--- src/rtl/sbt_pkg.sv ---
package sbt_pkg;

    localparam int EPOCH_W = 32;
    localparam int CFG_W   = 48;
    localparam int CODE_W  = 3;
    localparam int SLOT_W  = 6;
    localparam int REM_W   = 11;
    localparam int QUOT_W  = 22;
    localparam int DIV_W   = 9;
    localparam int ONLEN_W = 5;
    localparam int RECIP_W = 15;
    localparam int FRAC_W  = 20;
    localparam int MINQ_W  = 5;
    localparam int INDEX_W = 2;

    localparam logic [REM_W-1:0] SLOT_SECONDS = 11'd1800;

    localparam logic [29:0] RECIP_225       = 30'd610839794;
    localparam int          RECIP_225_SHIFT = 37;

    localparam logic [RECIP_W-1:0] RECIP_300 = 15'd3496;
    localparam logic [RECIP_W-1:0] RECIP_120 = 15'd8739;
    localparam logic [RECIP_W-1:0] RECIP_60  = 15'd17477;

    localparam logic [CODE_W-1:0] CODE_OFF    = 3'd0;
    localparam logic [CODE_W-1:0] CODE_SHORT  = 3'd1;
    localparam logic [CODE_W-1:0] CODE_MEDIUM = 3'd2;
    localparam logic [CODE_W-1:0] CODE_LONG   = 3'd3;
    localparam logic [CODE_W-1:0] CODE_ALWAYS = 3'd4;

    localparam logic [INDEX_W-1:0] REG_FIRST  = 2'd0;
    localparam logic [INDEX_W-1:0] REG_MIDDLE = 2'd1;
    localparam logic [INDEX_W-1:0] REG_LAST   = 2'd2;

    typedef struct packed {
        logic                 valid;
        logic [EPOCH_W-1:0]   now;
        logic [REM_W-1:0]     rem;
        logic [SLOT_W-1:0]    slot;
    } split_t;

    function automatic logic [1:0] mod3_18(input logic [17:0] v);
        logic [4:0] s1;
        logic [2:0] s2;
        logic [2:0] s3;
        s1 = 5'd0;
        for (int i = 0; i < 9; i++)
        begin
            s1 = s1 + 5'(v[2*i +: 2]);
        end
        s2 = 3'(s1[1:0]) + 3'(s1[3:2]) + 3'(s1[4]);
        s3 = 3'(s2[1:0]) + 3'(s2[2]);
        if (s3 >= 3'd3)
        begin
            s3 = s3 - 3'd3;
        end
        return s3[1:0];
    endfunction

endpackage

--- src/rtl/sbt_slot_split.sv ---
module sbt_slot_split (
    input  logic                         clk,
    input  logic                         rst_n,
    input  logic                         in_valid,
    input  logic [sbt_pkg::EPOCH_W-1:0]  in_epoch,
    output sbt_pkg::split_t              split
);

    logic                         v0_reg;
    logic [sbt_pkg::EPOCH_W-1:0]  now0_reg;
    logic                         v1_reg;
    logic [sbt_pkg::EPOCH_W-1:0]  now1_reg;
    logic [sbt_pkg::QUOT_W-1:0]   q1_reg;
    logic [sbt_pkg::QUOT_W-1:0]   q1_next;
    logic [58:0]                  recip_prod;
    logic [sbt_pkg::EPOCH_W-1:0]  slot_base;
    logic [sbt_pkg::EPOCH_W-1:0]  rem_full;
    logic                         split_valid_reg;
    logic [sbt_pkg::EPOCH_W-1:0]  split_now_reg;
    logic [sbt_pkg::REM_W-1:0]    split_rem_reg;
    logic [sbt_pkg::SLOT_W-1:0]   split_slot_reg;
    sbt_pkg::split_t              split_next;

    // quotient by 1800: shift out the factor 8, then multiply by the reciprocal of 225
    assign recip_prod = 59'(now0_reg[31:3]) * 59'(sbt_pkg::RECIP_225);
    assign q1_next    = recip_prod[sbt_pkg::RECIP_225_SHIFT +: sbt_pkg::QUOT_W];

    assign slot_base  = 32'(q1_reg) * 32'(sbt_pkg::SLOT_SECONDS);
    assign rem_full   = now1_reg - slot_base;

    always_comb
    begin
        split_next.valid = v1_reg;
        split_next.now   = now1_reg;
        split_next.rem   = rem_full[sbt_pkg::REM_W-1:0];
        split_next.slot  = {sbt_pkg::mod3_18(q1_reg[21:4]), q1_reg[3:0]};
    end

    always_ff @(posedge clk or negedge rst_n)
    begin
        if (!rst_n)
        begin
            v0_reg          <= 1'b0;
            v1_reg          <= 1'b0;
            split_valid_reg <= 1'b0;
        end
        else
        begin
            v0_reg          <= in_valid;
            v1_reg          <= v0_reg;
            split_valid_reg <= split_next.valid;
        end
    end

    always_ff @(posedge clk)
    begin
        now0_reg       <= in_epoch;
        now1_reg       <= now0_reg;
        q1_reg         <= q1_next;
        split_now_reg  <= split_next.now;
        split_rem_reg  <= split_next.rem;
        split_slot_reg <= split_next.slot;
    end

    assign split = {split_valid_reg, split_now_reg, split_rem_reg, split_slot_reg};

endmodule

--- src/rtl/slot_schedule_burst_timer.sv ---
// Pump burst scheduler.
// Command channel: drive current_epoch with start high; busy is always low,
// so a new epoch second is taken at every clock edge with start high.
// Result channel: done pulses for one cycle with pump_on and next_wake.
// Each item is registered on entry and then runs through a chain of
// multipliers, with one item per cycle sustained: quotient by 1800 and slot
// remainder, then quotient by the burst period and burst remainder, where
// both quotients multiply by a constant reciprocal; each step has a register
// after it, and the result is on the ports after the last of these.
// Configuration: cfg_we with cfg_index 0..2 writes the 48-bit slot code words
// in the same cycle; index 3 is dropped. Write only while no item is in flight.
// Reset clears the code words (all slots off) and empties the pipeline;
// no done pulse appears until an item is taken after reset.
// The receiver cannot stall: every done beat is final.
module slot_schedule_burst_timer (
    input  logic                          clk,
    input  logic                          rst_n,
    input  logic                          start,
    output logic                          busy,
    input  logic [sbt_pkg::EPOCH_W-1:0]   current_epoch,
    output logic                          done,
    output logic                          pump_on,
    output logic [sbt_pkg::EPOCH_W-1:0]   next_wake,
    input  logic                          cfg_we,
    input  logic [sbt_pkg::INDEX_W-1:0]   cfg_index,
    input  logic [sbt_pkg::CFG_W-1:0]     cfg_data
);

    logic [sbt_pkg::CFG_W-1:0]    codes_first_reg;
    logic [sbt_pkg::CFG_W-1:0]    codes_middle_reg;
    logic [sbt_pkg::CFG_W-1:0]    codes_last_reg;

    sbt_pkg::split_t              split;

    logic [sbt_pkg::CFG_W-1:0]    code_word;
    logic [sbt_pkg::CODE_W-1:0]   code_next;
    logic [sbt_pkg::RECIP_W-1:0]  recip;
    logic [25:0]                  minq_prod;

    logic                         v3_reg;
    logic [sbt_pkg::EPOCH_W-1:0]  now3_reg;
    logic [sbt_pkg::REM_W-1:0]    rem3_reg;
    logic [sbt_pkg::CODE_W-1:0]   code3_reg;
    logic [sbt_pkg::MINQ_W-1:0]   minq3_reg;

    logic [sbt_pkg::DIV_W-1:0]    period;
    logic [sbt_pkg::ONLEN_W-1:0]  on_len;
    logic                         bursting;
    logic [sbt_pkg::REM_W-1:0]    period_base;
    logic [sbt_pkg::REM_W-1:0]    pos_raw;
    logic [sbt_pkg::REM_W-1:0]    pos;
    logic [sbt_pkg::EPOCH_W-1:0]  slot_end;
    logic [sbt_pkg::EPOCH_W-1:0]  edge_time;

    logic                         done_reg;
    logic                         pump_on_reg;
    logic                         pump_on_next;
    logic [sbt_pkg::EPOCH_W-1:0]  next_wake_reg;
    logic [sbt_pkg::EPOCH_W-1:0]  next_wake_next;

    assign busy = 1'b0;

    always_ff @(posedge clk or negedge rst_n)
    begin
        if (!rst_n)
        begin
            codes_first_reg  <= '0;
            codes_middle_reg <= '0;
            codes_last_reg   <= '0;
        end
        else if (cfg_we)
        begin
            case (cfg_index)
                sbt_pkg::REG_FIRST:  codes_first_reg  <= cfg_data;
                sbt_pkg::REG_MIDDLE: codes_middle_reg <= cfg_data;
                sbt_pkg::REG_LAST:   codes_last_reg   <= cfg_data;
                default: ;
            endcase
        end
    end

    sbt_slot_split u_split (
        .clk      (clk),
        .rst_n    (rst_n),
        .in_valid (start),
        .in_epoch (current_epoch),
        .split    (split)
    );

    always_comb
    begin
        unique case (split.slot[5:4])
            2'd0:    code_word = codes_first_reg;
            2'd1:    code_word = codes_middle_reg;
            2'd2:    code_word = codes_last_reg;
            default: code_word = '0;
        endcase
    end

    assign code_next = code_word[6'(split.slot[3:0]) * 6'd3 +: sbt_pkg::CODE_W];

    always_comb
    begin
        unique case (code_next)
            sbt_pkg::CODE_SHORT:  recip = sbt_pkg::RECIP_300;
            sbt_pkg::CODE_MEDIUM: recip = sbt_pkg::RECIP_120;
            default:              recip = sbt_pkg::RECIP_60;
        endcase
    end

    // quotient by the burst period, exact for any remainder below 1800
    assign minq_prod = 26'(split.rem) * 26'(recip);

    always_ff @(posedge clk or negedge rst_n)
    begin
        if (!rst_n)
        begin
            v3_reg <= 1'b0;
        end
        else
        begin
            v3_reg <= split.valid;
        end
    end

    always_ff @(posedge clk)
    begin
        now3_reg  <= split.now;
        rem3_reg  <= split.rem;
        code3_reg <= code_next;
        minq3_reg <= minq_prod[sbt_pkg::FRAC_W +: sbt_pkg::MINQ_W];
    end

    always_comb
    begin
        unique case (code3_reg)
            sbt_pkg::CODE_SHORT:
            begin
                period   = 9'd300;
                on_len   = 5'd5;
                bursting = 1'b1;
            end
            sbt_pkg::CODE_MEDIUM:
            begin
                period   = 9'd120;
                on_len   = 5'd10;
                bursting = 1'b1;
            end
            sbt_pkg::CODE_LONG:
            begin
                period   = 9'd60;
                on_len   = 5'd20;
                bursting = 1'b1;
            end
            default:
            begin
                period   = 9'd60;
                on_len   = 5'd0;
                bursting = 1'b0;
            end
        endcase
    end

    assign period_base = 11'(minq3_reg) * 11'(period);
    assign pos_raw     = rem3_reg - period_base;
    assign pos         = (pos_raw >= 11'(period)) ? pos_raw - 11'(period) : pos_raw;
    assign slot_end    = now3_reg + 32'(sbt_pkg::SLOT_SECONDS - rem3_reg);

    always_comb
    begin
        pump_on_next   = (code3_reg == sbt_pkg::CODE_ALWAYS);
        next_wake_next = slot_end;
        edge_time      = now3_reg + 32'(11'(period) - pos);
        if (bursting)
        begin
            if (pos < 11'(on_len))
            begin
                pump_on_next = 1'b1;
                edge_time    = now3_reg + 32'(11'(on_len) - pos);
            end
            if (edge_time < slot_end)
            begin
                next_wake_next = edge_time;
            end
        end
    end

    always_ff @(posedge clk or negedge rst_n)
    begin
        if (!rst_n)
        begin
            done_reg <= 1'b0;
        end
        else
        begin
            done_reg <= v3_reg;
        end
    end

    always_ff @(posedge clk)
    begin
        pump_on_reg   <= pump_on_next;
        next_wake_reg <= next_wake_next;
    end

    assign done      = done_reg;
    assign pump_on   = pump_on_reg;
    assign next_wake = next_wake_reg;

    a_done_has_cmd: assert property (@(posedge clk) disable iff (!rst_n)
        done |-> $past(start, 5))
        else $error("result beat without a command five cycles earlier");

    a_cmd_gives_done: assert property (@(posedge clk) disable iff (!rst_n)
        start |-> ##5 done)
        else $error("command beat lost in the pipeline");

    a_wake_ahead: assert property (@(posedge clk) disable iff (!rst_n)
        done |-> ((next_wake - $past(current_epoch, 5)) != 32'd0 &&
                  (next_wake - $past(current_epoch, 5)) <= 32'd1800))
        else $error("next wake not within one slot after the command time");

endmodule
--- config.mk ---
export PLATFORM = sky130hd
export DESIGN_NAME = slot_schedule_burst_timer
export DESIGN_NICKNAME = d
export VERILOG_FILES = /design/src/rtl/sbt_pkg.sv /design/src/rtl/sbt_slot_split.sv /design/src/rtl/slot_schedule_burst_timer.sv
export SDC_FILE = /design/constraint.sdc
export NUM_CORES = 2
export LEC_CHECK = 0
export ABC_AREA = 0
export ABC_CLOCK_PERIOD_IN_PS = 12380
export BUFFER_PORTS_ARGS = -buffer_cell sky130_fd_sc_hd__buf_2
export CORE_ASPECT_RATIO = 1.5
export CORE_MARGIN = 2
export CORE_UTILIZATION = 39
export CTS_CLUSTER_DIAMETER = 30
export CTS_CLUSTER_SIZE = 24
export DETAILED_ROUTE_END_ITERATION = 7
export PLACE_DENSITY = 0.63
export REMOVE_ABC_BUFFERS = 1
export SKIP_CTS_REPAIR_TIMING = 1
export SLEW_MARGIN = 10
export SYNTH_ARGS = -nofsm -noshare
export SYNTH_HDL_FRONTEND = slang
export SYNTH_SLANG_ARGS = --single-unit
--- constraint.sdc ---
create_clock -name clk -period 12.38 [get_ports clk]
set_input_delay 1.238 -clock clk [delete_from_list [all_inputs] [get_ports clk]]
set_output_delay 1.238 -clock clk [all_outputs]
set_load 0.03 [all_outputs]
**After elaboration in Yosys (flattened, before gate mapping)**

Cells that the tools add are included.

- Flip-flop bits (word level): 368
- Word-level logic and storage cells: 80

- Shift-type cells: 1
- $lt $le $gt $ge: 4
- Eq/ne operators: 10
- Mux-type cells: 13
- Reductions and logical operators: 6
- Multipliers: 5
- $add $sub $neg: 21

Operators by type and width:

| kind | number |
|---|---|
| $pmux 48 s3 | 1 |
| $mux 32 | 4 |
| $add 32x32->32 | 3 |
| $mul 29x29->58 const B | 1 |
| $shiftx 48x7->3 | 1 |
| $add 5x2->5 | 7 |
| $lt 32x32->1 | 1 |
| $pmux 15 s2 | 1 |
| $mul 11x15->25 | 1 |
| $mul 22x8->8 const B | 1 |
| $sub 11x11->11 | 2 |
| $pmux 9 s2 | 1 |
| $pmux 5 s3 | 1 |
| $sub 11x11->12 const A | 1 |
| $sub 5x11->12 | 1 |
| $sub 9x11->12 | 1 |
| $ge 11x9->1 | 1 |
| $lt 11x5->1 | 1 |
| $mul 5x9->11 | 1 |
| $mux 11 | 1 |
| $sub 11x9->11 | 1 |
| $eq 3x2->1 const B | 3 |
| $add 2x2->3 | 2 |
| $eq 3x1->1 const B | 2 |
| 13 further kinds | 20 |

**Depth between registers and ports, before layout**

- Depth in word-level cells: 13
- Mapped depth: 60
- Depth with buffers taken out: 54

**Hierarchy**

A second synthesis with hierarchy kept.

- Cell total of the unflattened synthesis: 3444
- Area, all modules: 36323.6 um2

Modules (own cells, without submodules):

| module | times used | cells each | area each (um2) |
|---|---|---|---|
| slot_schedule_burst_timer | 1 | 1794 | 18809.3 |
| sbt_slot_split | 1 | 1650 | 17514.3 |

**Worst setup path after synthesis**

OpenSTA, ideal clock, no wires.

- Path type: reg-to-reg
- From: reg code3_reg[1] (netlist bit)
- To: reg next_wake_reg (netlist bit next_wake[2])
- Data arrival time: 11657 ps
- Setup slack: 594 ps
- Clock period less this slack: 11786 ps
- Buffers on the path: 5
- Data required time: 12252 ps
- Library setup time: 128 ps
- Cell stages (with the launch flop): 56
- Path through: dfxtp_1 -> nor3b_2 -> clkbuf_1 -> nor2_1 -> fa_1 -> inv_1 -> fa_1 -> inv_1 -> fa_1 -> inv_1 -> ha_1 -> or3b_1 -> nor4_1 -> or2_2 -> xnor2_1 -> ha_1 -> nand4_1 -> or4b_4 -> [... 20 more ...] -> a21oi_1 -> a31o_2 -> o21ai_0 -> o41a_1 -> a21oi_1 -> xnor2_1 -> ha_1 -> nor2b_1 -> o21ai_0 -> nand2b_1 -> a21oi_1 -> nor2b_1 -> o21ai_0 -> nand2b_1 -> a221oi_1 -> clkbuf_1 -> clkbuf_1 -> o21ai_0

- Longest elaborated chain between the ends: 13
- Elaborated cells on any way between the ends: 22
- Classes of those cells: add/sub: 6; mul: 1; order compare: 3; eq/ne: 3; mux: 8; reduce/logical: 1

Ends and longest elaborated chain:

| item | RTL line | text |
|---|---|---|
| start, declared | slot_schedule_burst_timer.sv:43 | `logic [sbt_pkg::CODE_W-1:0] code3_reg;` |
| start signal, assigned | slot_schedule_burst_timer.sv:130 | `code3_reg <= code_next;` |
| $eq 3x2->1 / $eq 3x1->1 (equally long branches) | slot_schedule_burst_timer.sv:136 | `unique case (code3_reg)` |
| $pmux 9 s2 | slot_schedule_burst_timer.sv:136 |  |
| $mul 5x9->11 | slot_schedule_burst_timer.sv:164 | `assign period_base = 11'(minq3_reg) * 11'(period);` |
| $sub 11x11->11 | slot_schedule_burst_timer.sv:165 | `assign pos_raw = rem3_reg - period_base;` |
| $sub 11x9->11 / $ge 11x9->1 (equally long branches) | slot_schedule_burst_timer.sv:166 | `assign pos = (pos_raw >= 11'(period)) ? pos_raw - 11'(period) : pos_raw;` |
| $mux 11 | slot_schedule_burst_timer.sv:166 |  |
| $sub 9x11->12 / $sub 5x11->12 (equally long branches) | slot_schedule_burst_timer.sv:173, slot_schedule_burst_timer.sv:179 |  |
| $add 32x32->32, on equally long branches | slot_schedule_burst_timer.sv:173, slot_schedule_burst_timer.sv:179 |  |
| $mux 32 | slot_schedule_burst_timer.sv:176 | `if (pos < 11'(on_len))` |
| $mux 32 | slot_schedule_burst_timer.sv:174 | `if (bursting)` |
| $lt 32x32->1 | slot_schedule_burst_timer.sv:181 | `if (edge_time < slot_end)` |
| $mux 32 | slot_schedule_burst_timer.sv:181 |  |
| $mux 32 (*) | slot_schedule_burst_timer.sv:174 |  |
| via next_wake_next (one bit) | slot_schedule_burst_timer.sv:59 | `logic [sbt_pkg::EPOCH_W-1:0] next_wake_next;` |
| end signal, assigned | slot_schedule_burst_timer.sv:203 | `next_wake_reg <= next_wake_next;` |
| end, declared | slot_schedule_burst_timer.sv:58 | `logic [sbt_pkg::EPOCH_W-1:0] next_wake_reg;` |

Mark *: on every way through the listed nets, which the timed path passes. The rest lies on a longest branch. The select of a mux whose other input is x is not followed.
A chain may end at the register's enable or synchronous reset.

**Final worst setup path**

- From: reg code3_reg[2] (netlist bit)
- To: reg next_wake_reg (netlist bit next_wake[1])

The elaborated chain is that of the path after synthesis.

==> summary.txt <==
Synth
  – EDFF count, synth: 0
  – Post-Syn Instances: roughly 3300
  – Synth async-reset ratio: between 40% and 50%
  – Syn Area/Cell: around 11 sq um
  – Synth Flop Type: dfxtp_1
  – Seq/Total Area, Yosys: between 20% and 30%
  – Synth unique cells: just under 90
  – Netlist Area Pre-Place: about 35000 sq um
  – #FFs+latches synth: around 360
  – Synth warnings: 0

Route
  – Drt via density: ~5.0
  – Iter 0 DRT Violations: between 900 and 1000
  – Vias: between 20000 and 25000
  – Detail Route Antenna Nets: 0
  – Drt pass-1 iters: 5
  – Per-cell routed wire length: ~18 um
  – Total Wirelength: approximately 83 mm
  – DRC viols: 0

GRT
  – Global-route wire length before repair: 133.9 mm
  – Largest net degree at the start of global routing: 86
  – Total GRT Usage: roughly 18%
  – Number of global-route vias before repair: 25410
  – Grt ovf: 0
  – Initial antenna violation count: 3

Outcome
  – Outcome: completed

Flow run
  – Max-cap viol count: 0

Floorplanning
  – Number of core rows: about 140
  – Core Area: around 90000 sq um
  – Initial Utilization: between 30 and 40%
  – DIE AREA: between 90000 and 100000 sq um
  – Die Span Y: 372.0 um
  – Die X-Extent: 249.3 um
  – Top-level port count: between 100 and 150

CTS
  – Clk slew on worst S/H paths: 60 ps
  – Clock Path Buffers: 3
  – Num Clock Sinks: approximately 360
  – Clock latency on the worst-skew pair: between 600 and 700 ps
  – CTS tree: yes
  – Num CTS Buffers: 56
  – Root Driver: clkbuf_16
  – CTS H-tree depth: 2

Critical path
  – Largest stage delay on the critical path: about 520 ps
  – Worst Path Required: approximately 13000 ps
  – Crit path kind: flop to flop
  – Top cell by count, worst path: ha_1
  – Worst Path Buf+Inv: 6
  – Critical path data arrival time: about 12000 ps
  – Worst path slowest cell: fa_1
  – Crit end category: flop
  – Startpoint types: flop
  – Critical path's top delay family: simple AND/OR/NAND/NOR gates
  – CP Max Fanout: 34

Place
  – DP Wirelength: ~70 mm
  – DP Worst Slack: about 270 ps
  – Post-DP Area: 37290 sq um
  – Input/output buffers: between 100 and 150
  – Final Wtd Congestion: between 0.8 and 0.9

Timing
  – Final worst slack: between 800 and 900 ps
  – Setup tns final: 0 ps
  – Relative slew slack: 27.93%
  – Clk_skew: 43.18 ps
  – Slew @ Worst Pin: approximately 1100 ps
  – Period Utilization, post-route: roughly 94%
  – WHS: 322.1 ps
  – Unrepaired setup endpoints after global routing: no
  – Final Hold Viols: 0
  – Fmax: approximately 86 MHz
  – Min Clock Period, post-route: roughly 12000 ps
  – Max Transition Viols Final: 0
  – Final setup fails: 0

Final layout
  – Nets: about 4500
  – Post-Layout Inst Area: slightly below 40000 sq um
  – Most frequent cells in the layout: inv_1 (705), ha_1 (574), fa_1 (416)
  – Layout cell share with drive strength beyond 1: about an eighth
  – Area growth, synth to finish: 12.12%
  – Commonest non-fill, non-tap cell in the layout: inv_1

Min path
  – Hold Crit Class: flop to flop
==> per-stage QoR <==
step / util (%) / std cells
after CTS: 43.84 / 4658
after global routing: 43.93 / 4660
after floorplan: - / 3244
final: 43.93 / 4660
after detailed placement: 41.49 / 4553
after global placement: 41.49 / 4553
==> path summary, 6_finish.rpt <==
kind / slack [ps] / depth (start not counted) / endpoint / startpoint
hold / removal: 320 / 0 / u_split.split_now_reg[29] / u_split.now1_reg[29]
setup / recovery: 800 / 46 / next_wake[1] / code3_reg[2]
max in group asynchronous: 10360 / 2 / codes_last_reg[17] / rst_n
hold reg to reg: 320 / 0 / u_split.split_now_reg[29] / u_split.now1_reg[29]
setup reg to reg: 800 / 46 / next_wake[1] / code3_reg[2]
min in group asynchronous: 660 / 1 / v3_reg / rst_n
==> layer usage <==
metal  wire length (um)  vias up  global-route usage (%)
met5                  0        -                       0
met4               3726        0                   8.214
met3               2880      176                   2.535
met2              44820      400                   35.32
met1              31680    11560                   20.23
li1                   -    11080                       -
==> cell families after synthesis <==
kind of cell	after synthesis	synth area share, %
other	2	0.02133
DFF	362	22.70
adders and majority gates	991	44.08
and+or+nand+nor	417	6.106
AOI/OAI and AO/OA	385	7.332
xor gates and xnor gates	146	3.732
muxes	231	7.833
buffers and inverters	763	8.189
==> layout make-up <==
cell class	count	area (sq um)
antenna	1	2.502
clock buffer	58	1419
clock inverter	47	690.7
fill	8561	50390
inverter	708	2658
multi-input combinational	2174	24420
sequential	362	8000
tap	1164	1456
timing repair buffer	146	820.8
==> worst register-to-register path, delay by kind of cell, from the launching register on <==
kind / cells / cell delay [ps]
simple gates: 16 / 3780
fa+ha+maj: 8 / 2980
compound gates: 13 / 2810
buf+inv: 6 / 860
flops: 1 / 370
mux: 1 / 370
xor+xnor: 2 / 290
==> synth_stat cells (35+ instances only) <==
library cell | number | share of area, %
a21oi_1 | 99 | 1.4
nor2_1 | 91 | 0.97
xnor2_1 | 99 | 2.5
nor2b_1 | 35 | 0.62
inv_1 | 705 | 7.5
mux2_2 | 153 | 4.9
dfxtp_1 | 213 | 12
nand2b_1 | 45 | 0.80
ha_1 | 574 | 20
clkbuf_1 | 42 | 0.45
xor2_1 | 44 | 1.1
mux2i_1 | 57 | 1.6
dfrtp_1 | 149 | 11
nand2_1 | 94 | 1.0
fa_1 | 416 | 24
o21ai_0 | 78 | 1.1
a21o_1 | 63 | 1.3
Power is left out: the tool's default activity adds up to more than one toggle a clock period on the data nets, which glitch-free logic cannot reach.
